$ cat config.mk
export PLATFORM = sky130hd
export DESIGN_NAME = http_chunked_body_decoder_core_flat
export DESIGN_NICKNAME = d
export VERILOG_FILES = /design/src/hcbd_pkg.sv /design/src/hcbd_in_if.sv /design/src/hcbd_out_if.sv /design/src/http_chunked_body_decoder_core.sv /design/src/flat_wrapper.sv
export SDC_FILE = /design/constraint.sdc
export NUM_CORES = 1
export LEC_CHECK = 0
export ABC_AREA = 0
export BUFFER_PORTS_ARGS = -buffer_cell sky130_fd_sc_hd__buf_2
export CORE_UTILIZATION = 44
export DETAILED_ROUTE_END_ITERATION = 10
export PLACE_DENSITY = 0.56
export SETUP_SLACK_MARGIN = 0.02
export SLEW_MARGIN = 15
export SYNTH_ARGS = -nofsm -noshare
export SYNTH_HDL_FRONTEND = slang
export SYNTH_SLANG_ARGS = --single-unit
$ cat constraint.sdc
create_clock -name clk -period 6.6 [get_ports clk]
set_input_delay 0.66 -clock clk [delete_from_list [all_inputs] [get_ports clk]]
set_output_delay 0.66 -clock clk [all_outputs]
set_load 0.005 [all_outputs]
$ cat src/hcbd_pkg.sv
package hcbd_pkg;

  localparam int unsigned BYTE_W  = 8;
  localparam int unsigned LIMIT_W = 32;
  localparam int unsigned SIZE_W  = 64;
  localparam int unsigned ERR_W   = 2;
  localparam int unsigned PHASE_W = 3;
  localparam int unsigned DIGIT_W = 5;

  localparam logic [LIMIT_W-1:0] LIMIT_RESET = LIMIT_W'(32'd16777216);

  localparam logic [BYTE_W-1:0] CH_LF   = 8'h0A;
  localparam logic [BYTE_W-1:0] CH_CR   = 8'h0D;
  localparam logic [BYTE_W-1:0] CH_SEMI = 8'h3B;
  localparam logic [BYTE_W-1:0] CH_SP   = 8'h20;
  localparam logic [BYTE_W-1:0] CH_TAB  = 8'h09;

  localparam logic [PHASE_W-1:0] PH_LEAD  = 3'd0;
  localparam logic [PHASE_W-1:0] PH_HEX   = 3'd1;
  localparam logic [PHASE_W-1:0] PH_TRAIL = 3'd2;
  localparam logic [PHASE_W-1:0] PH_EXT   = 3'd3;
  localparam logic [PHASE_W-1:0] PH_DATA  = 3'd4;
  localparam logic [PHASE_W-1:0] PH_SKIP1 = 3'd5;
  localparam logic [PHASE_W-1:0] PH_SKIP2 = 3'd6;
  localparam logic [PHASE_W-1:0] PH_DONE  = 3'd7;

  localparam logic [ERR_W-1:0] ERR_NONE     = 2'd0;
  localparam logic [ERR_W-1:0] ERR_PARSE    = 2'd1;
  localparam logic [ERR_W-1:0] ERR_OVERFLOW = 2'd2;

  typedef logic [BYTE_W-1:0]  byte_t;
  typedef logic [ERR_W-1:0]   err_t;

  // bit 4 set: not a hex digit
  function automatic logic [DIGIT_W-1:0] hex_value(input byte_t c);
    logic [DIGIT_W-1:0] d;
    begin
      d = 5'd16;
      if (c >= 8'h30 && c <= 8'h39) begin
        d = DIGIT_W'(c - 8'h30);
      end else if (c >= 8'h61 && c <= 8'h66) begin
        d = DIGIT_W'(c - 8'h57);
      end else if (c >= 8'h41 && c <= 8'h46) begin
        d = DIGIT_W'(c - 8'h37);
      end
      return d;
    end
  endfunction

endpackage

$ cat src/hcbd_in_if.sv
interface hcbd_in_if;
  import hcbd_pkg::*;

  logic  valid;
  logic  ready;
  byte_t in_byte;

  modport source (output valid, output in_byte, input ready);
  modport sink (input valid, input in_byte, output ready);
endinterface

$ cat src/hcbd_out_if.sv
interface hcbd_out_if;
  import hcbd_pkg::*;

  logic  valid;
  logic  ready;
  logic  body_valid;
  byte_t body_byte;
  logic  body_end;
  err_t  fault_code;

  modport source (output valid, output body_valid, output body_byte, output body_end,
                  output fault_code, input ready);
  modport sink (input valid, input body_valid, input body_byte, input body_end,
                input fault_code, output ready);
endinterface

$ cat src/http_chunked_body_decoder_core.sv
// Chunked body decoder, one raw byte per transaction.
// byte_in  : raw bytes of an HTTP/1.1 chunked body (valid/ready).
// body_out : one result per input byte: body_valid/body_byte for payload bytes,
//            body_end once the zero-size chunk line has ended, fault_code
//            (1 parse error, 2 body overflow), sticky.
// cfg_wr_en/cfg_wr_data: write the body length limit; write only when idle.
// A result is registered in the output register in the cycle after its byte
// is taken. Throughput: one byte per cycle while the output does not stall; the
// size-line parse, the 64-bit chunk counters and the limit compare all complete
// in the single stage between the decoder state and the output register.
// Stall: while the output register is full and body_out.ready is low,
// byte_in.ready drops and the result holds; taking the result lets the next
// byte in during that same cycle.
// Reset (rst, synchronous): decoder returns to the start of a size line,
// counters and error clear, limit returns to 16777216, output empties.
module http_chunked_body_decoder_core (
  input  logic                         clk,
  input  logic                         rst,
  hcbd_in_if.sink                      byte_in,
  hcbd_out_if.source                   body_out,
  input  logic                         cfg_wr_en,
  input  logic [hcbd_pkg::LIMIT_W-1:0] cfg_wr_data
);
  import hcbd_pkg::*;

  logic [LIMIT_W-1:0] max_body_bytes;
  logic [PHASE_W-1:0] phase, phase_next;
  logic               pending_cr, pending_cr_next;
  logic [SIZE_W-1:0]  size_accum, size_accum_next;
  logic [SIZE_W-1:0]  bytes_left, bytes_left_next;
  logic [SIZE_W-1:0]  body_count, body_count_next;
  err_t               error_reg, error_reg_next;

  logic               out_valid;
  logic               out_body_valid, res_valid;
  byte_t              out_body_byte, res_byte;
  logic               out_body_end;
  err_t               out_fault_code;

  logic               accept;
  byte_t              c;
  logic [DIGIT_W-1:0] digit;
  logic               line_end;

  assign byte_in.ready = !out_valid || body_out.ready;
  assign accept        = byte_in.valid && byte_in.ready;
  assign c             = byte_in.in_byte;
  assign digit         = hex_value(c);

  always_comb begin
    phase_next      = phase;
    pending_cr_next = pending_cr;
    size_accum_next = size_accum;
    bytes_left_next = bytes_left;
    body_count_next = body_count;
    error_reg_next  = error_reg;
    res_valid       = 1'b0;
    res_byte        = '0;
    line_end        = 1'b0;
    if (error_reg == ERR_NONE) begin
      case (phase)
        PH_LEAD, PH_HEX, PH_TRAIL, PH_EXT: begin
          if (pending_cr) begin
            pending_cr_next = 1'b0;
            if (c == CH_LF) begin
              line_end = 1'b1;
            end else begin
              error_reg_next = ERR_PARSE;
            end
          end else if (c == CH_LF) begin
            line_end = 1'b1;
          end else if (phase == PH_EXT) begin
            phase_next = PH_EXT;
          end else if (c == CH_SEMI) begin
            phase_next = PH_EXT;
          end else if (c == CH_CR) begin
            pending_cr_next = 1'b1;
          end else if (c == CH_SP || c == CH_TAB) begin
            if (phase == PH_HEX) begin
              phase_next = PH_TRAIL;
            end
          end else if (digit[DIGIT_W-1] || phase == PH_TRAIL) begin
            error_reg_next = ERR_PARSE;
          end else begin
            size_accum_next = {size_accum[SIZE_W-5:0], digit[3:0]};
            phase_next      = PH_HEX;
          end
          if (line_end) begin
            pending_cr_next = 1'b0;
            size_accum_next = '0;
            if (size_accum == '0) begin
              phase_next = PH_DONE;
            end else begin
              bytes_left_next = size_accum;
              phase_next      = PH_DATA;
            end
          end
        end
        PH_DATA: begin
          res_valid       = 1'b1;
          res_byte        = c;
          body_count_next = body_count + SIZE_W'(1);
          if (bytes_left != '0) begin
            bytes_left_next = bytes_left - SIZE_W'(1);
          end
          if (bytes_left[SIZE_W-1:1] == '0) begin
            phase_next = PH_SKIP1;
          end
        end
        PH_SKIP1: begin
          phase_next = PH_SKIP2;
        end
        PH_SKIP2: begin
          phase_next = PH_LEAD;
          if ((body_count[SIZE_W-1:LIMIT_W] != '0) ||
              (body_count[LIMIT_W-1:0] > max_body_bytes)) begin
            error_reg_next = ERR_OVERFLOW;
          end
        end
        default: begin
          phase_next = PH_DONE;
        end
      endcase
    end
  end

  always_ff @(posedge clk) begin
    if (rst) begin
      max_body_bytes <= LIMIT_RESET;
    end else if (cfg_wr_en) begin
      max_body_bytes <= cfg_wr_data;
    end
  end

  always_ff @(posedge clk) begin
    if (rst) begin
      phase      <= PH_LEAD;
      pending_cr <= 1'b0;
      size_accum <= '0;
      bytes_left <= '0;
      body_count <= '0;
      error_reg  <= ERR_NONE;
    end else if (accept) begin
      phase      <= phase_next;
      pending_cr <= pending_cr_next;
      size_accum <= size_accum_next;
      bytes_left <= bytes_left_next;
      body_count <= body_count_next;
      error_reg  <= error_reg_next;
    end
  end

  always_ff @(posedge clk) begin
    if (rst) begin
      out_valid <= 1'b0;
    end else if (accept) begin
      out_valid <= 1'b1;
    end else if (body_out.ready) begin
      out_valid <= 1'b0;
    end
  end

  always_ff @(posedge clk) begin
    if (accept) begin
      out_body_valid <= res_valid;
      out_body_byte  <= res_byte;
      out_body_end   <= (error_reg_next == ERR_NONE) && (phase_next == PH_DONE);
      out_fault_code <= error_reg_next;
    end
  end

  assign body_out.valid      = out_valid;
  assign body_out.body_valid = out_body_valid;
  assign body_out.body_byte  = out_body_byte;
  assign body_out.body_end   = out_body_end;
  assign body_out.fault_code = out_fault_code;

  a_err_sticky: assert property (@(posedge clk) disable iff (rst)
    (error_reg != ERR_NONE) |=> (error_reg == $past(error_reg)))
    else $error("error code changed after being set");

  a_done_holds: assert property (@(posedge clk) disable iff (rst)
    (phase == PH_DONE && error_reg == ERR_NONE) |=> (phase == PH_DONE))
    else $error("decoder left done");

  a_data_nonzero: assert property (@(posedge clk) disable iff (rst)
    (phase == PH_DATA) |-> (bytes_left != '0))
    else $error("data phase with no bytes left");

  a_payload_clean: assert property (@(posedge clk) disable iff (rst)
    (out_valid && out_body_valid) |-> (out_fault_code == ERR_NONE && !out_body_end))
    else $error("payload byte alongside done or error");

endmodule
$ cat src/flat_wrapper.sv
// flat-port wrapper written by rule: the top's interface ports become plain ports
module http_chunked_body_decoder_core_flat import hcbd_pkg::*;
  (clk, rst, cfg_wr_en, cfg_wr_data, byte_in_valid, byte_in_in_byte, byte_in_ready, body_out_valid, body_out_body_valid, body_out_body_byte, body_out_body_end, body_out_fault_code, body_out_ready);
  hcbd_in_if byte_in_i ();
  hcbd_out_if body_out_i ();
  input  logic clk;
  input  logic rst;
  input  logic cfg_wr_en;
  input  logic [hcbd_pkg::LIMIT_W-1:0] cfg_wr_data;
  input wire logic [$bits(byte_in_i.valid)-1:0] byte_in_valid;
  input wire logic [$bits(byte_in_i.in_byte)-1:0] byte_in_in_byte;
  output wire logic [$bits(byte_in_i.ready)-1:0] byte_in_ready;
  output wire logic [$bits(body_out_i.valid)-1:0] body_out_valid;
  output wire logic [$bits(body_out_i.body_valid)-1:0] body_out_body_valid;
  output wire logic [$bits(body_out_i.body_byte)-1:0] body_out_body_byte;
  output wire logic [$bits(body_out_i.body_end)-1:0] body_out_body_end;
  output wire logic [$bits(body_out_i.fault_code)-1:0] body_out_fault_code;
  input wire logic [$bits(body_out_i.ready)-1:0] body_out_ready;
  assign byte_in_i.valid = byte_in_valid;
  assign byte_in_i.in_byte = byte_in_in_byte;
  assign byte_in_ready = byte_in_i.ready;
  assign body_out_valid = body_out_i.valid;
  assign body_out_body_valid = body_out_i.body_valid;
  assign body_out_body_byte = body_out_i.body_byte;
  assign body_out_body_end = body_out_i.body_end;
  assign body_out_fault_code = body_out_i.fault_code;
  assign body_out_i.ready = body_out_ready;
  http_chunked_body_decoder_core u_core (.clk(clk), .rst(rst), .byte_in(byte_in_i), .body_out(body_out_i), .cfg_wr_en(cfg_wr_en), .cfg_wr_data(cfg_wr_data));
endmodule
==> flow_metrics.tcl <==
set metrics [dict create \
    ys_ff_latch 243 \
    initial_core_util_pct 45.1 \
    yosys-top-cells-area "dfxtp_1 (37%), a21oi_1 (6.7%), nand2_1 (5.3%), nor2_1 (4.7%), ha_1 (3.8%)" \
    cts_setup_buffers 0 \
    reg.largest.list "u_core.body_count (64), u_core.bytes_left (64), u_core.size_accum (64)" \
    rsz0062_at_grt "no" \
    post-route-drc-count 0 \
    io_pins 59 \
    grt_usage_pct 22.7 \
    grt_pass1_vias 10200 \
    worst_r2r_path_depth 6 \
    core_um2 28000 \
    yosysTopAreaCell "dfxtp_1" \
    finalSetupTns_ns 0 \
    r2r_slack_ns 2.33 \
    drt-initial-drc-count 892 \
    synth_ff_type "dfxtp_1" \
    place_area_um2 13100 \
    synth-seq-area-share_pct 39.4 \
    yosysWarnings 0 \
    cts_max_level 1 \
    p_int_mw 2.42 \
    power_mw 3.14 \
    worstHoldPathCells 3 \
    drt-total-wl_um 33600 \
    first_pass_iters 6 \
    final_cell_area_um2 14000 \
    vdd_ir_drop_max_mv 0.177 \
    die_area_um2 29400 \
    dieHeight_um 171 \
    final_cell_mix "dfxtp_1 (231), nand2_1 (177), a21oi_1 (169), nor2_1 (156), o21ai_0 (95)" \
    grt_start_max_net_pins 83 \
    cts_root_buffer "clkbuf_16" \
    cts_hold_buf 0 \
    gr-usage-met3_pct 2.92 \
    gr-usage-met2_pct 33.0 \
    synth_async_sr_flop_share_pct 0 \
    final_common_cell "dfxtp_1" \
    required_ns 7.06 \
    cp-start-kind "register" \
    avgSynthCellArea_um2 7.98 \
    p_seq_share_pct 48.0 \
    fill_cells 2784 \
    p_comb_share_pct 4.3 \
    top_usage_layer "met1" \
    sw_frac_of_total_pct 23.0 \
    crit-reg2reg-launch "u_core.phase[2]" \
    cts_buffer_depth 3 \
    place_congestion 0.824 \
    cts_tree "built" \
    crit_fanout 58 \
    antenna_left 0 \
    status "completed" \
    min-delay-start "cfg_wr_data[24]" \
    viasPerCell 5.79 \
    met1_usage_pct 35.0 \
    placedCellCount 1930 \
    power_density_nw_per_um2 225 \
    fp.dieW_um 171 \
    synth_top_cell_area_share_pct 36.6 \
    reg2reg_to "u_core.bytes_left[61]" \
    synth_edf_count 12 \
    finalMaxSlewViolations 0 \
    fin_nets 1667 \
    worstHoldEndpoint "u_core.max_body_bytes[24]" \
    fmax_mhz 234 \
    synthCells 1583 \
    area.growth.synth_to_final_pct 10.5 \
    cp.arrival_ns 4.72 \
    min_path_type "in2reg" \
    cap_violations 0 \
    synth.distinct_cells 74 \
    cellLeakagePower_nw 4.97 \
    clk_pin_slew_ns 0.06 \
    antenna_found_initial 0 \
    fp-row-count 61 \
    finalHoldViolCount 0 \
    final_cells 1977 \
    drive_gt1_share_pct 10.1 \
    critPathKind "reg2reg" \
    slew_headroom_pct 29.4 \
    numCtsBuffers 29 \
    min_period_ns 4.27 \
    tightest_slew_ns 1.06 \
    switching_power_uw 721 \
    synth_nets 1666 \
    routedWlPerCell_um 17.0 \
    cp-end-kind "register" \
    gr-total-overflow 0 \
    setup_viol 0 \
    hold_ws_ns 0.350 \
    dp_hpwl_um 22100 \
    cts_sinks 243 \
    fin_crit_sh_pct 64.7 \
    diodes 0 \
    grt_pass1_wl_um 54200 \
    finClkSkew_ns 0.0131 \
    dr_total_vias 11400 \
    p_clk_share_pct 47.7 \
    portBuffers 58 \
    ctsResizeCount 0 \
    syn_area_um2 12600 \
    worstSkewPairLatency_ns 0.55 \
]
-- cell usage after synthesis (7+ instances only) --
cell,instances
nor4_1,46
or3_1,29
mux2i_1,34
edfxtp_1,12
a21oi_1,169
o21ai_0,95
and4_1,9
a221oi_2,9
clkbuf_1,73
a31oi_1,9
nand3_1,93
xnor2_1,29
buf_2,14
and2_1,12
o211ai_1,15
nand4_1,39
nand2b_1,9
nor2_1,158
and3_1,15
xor2_1,16
o32ai_1,8
nor3_1,41
o22ai_1,8
dfxtp_1,231
or4_1,8
ha_1,38
nand2_1,177
inv_1,72
o31ai_1,7
-- kinds of logic after synthesis --
group	count (synthesis)	synth area share, %
buffers and inverters	171	5.63
xor gates and xnor gates	45	3.12
and+or+nand+nor	677	27.2
muxes	34	2.69
AOI/OAI and AO/OA	375	18.1
DFF	243	39.4
adders and majority gates	38	3.76
-- metal layers --
layer  wire [um]  vias to the layer above
li1            -                     5696
met1       17200                     5469
met2       14300                      240
met3        1680                       34
met4         460                        0
met5           0                        -
-- worst max-delay path by stage --
| stage | slack (ns) | cells past startpoint | startpoint | to |
|---|---|---|---|---|
| 3_3_place_gp | 2.02 | 8 | byte_in_in_byte[4] | u_core.bytes_left[62] |
| 2_1_floorplan | 3.89 | 9 | byte_in_in_byte[2] | u_core.bytes_left[59] |
| 5_1_grt | 2.07 | 6 | u_core.phase[2] | u_core.bytes_left[52] |
| 4_1_cts | 2.40 | 6 | u_core.phase[2] | u_core.bytes_left[62] |
| 3_5_place_dp | 1.86 | 8 | byte_in_in_byte[4] | u_core.bytes_left[61] |
| 6_report | 2.33 | 6 | u_core.phase[2] | u_core.bytes_left[61] |
-- layout make-up --
class	instances	area, um2	share of cell area (%)
clock inverters	10	77.6	0.555
inverters	73	274	1.96
repair buffers	68	392	2.80
multi-input cells	1169	6980	49.9
clock buffers	36	792	5.67
flip-flops and latches	243	4980	35.7
well taps	378	473	3.39
-- metrics by stage --
stage	utilization (%)	worst slack, ns
after floorplan	-	3.89
after global placement	46.7	2.02
after detailed placement	46.7	1.86
after CTS	49.8	2.40
after global routing	49.9	2.07
final	49.9	2.33
-- power by group through the flow --
| stage | clock [mW] | combinational [mW] | sequential, mW |
|---|---|---|---|
| floorplan | 0 | 0.0939 | 1.53 |
| global placement | 0 | 0.135 | 1.54 |
| detailed placement | 0 | 0.136 | 1.54 |
| CTS | 1.52 | 0.137 | 1.51 |
| global route | 1.59 | 0.153 | 1.51 |
| finish | 1.50 | 0.136 | 1.51 |
-- critical path: stages, from the launching register on --
cell,delay [ns]
dfxtp_1,0.60
or3b_4,0.70
nor4b_4,0.59
a21boi_2,0.36
or2_2,0.87
nand2_1,0.68
o21ai_0,0.34
Power figures use the tool's default switching activity.
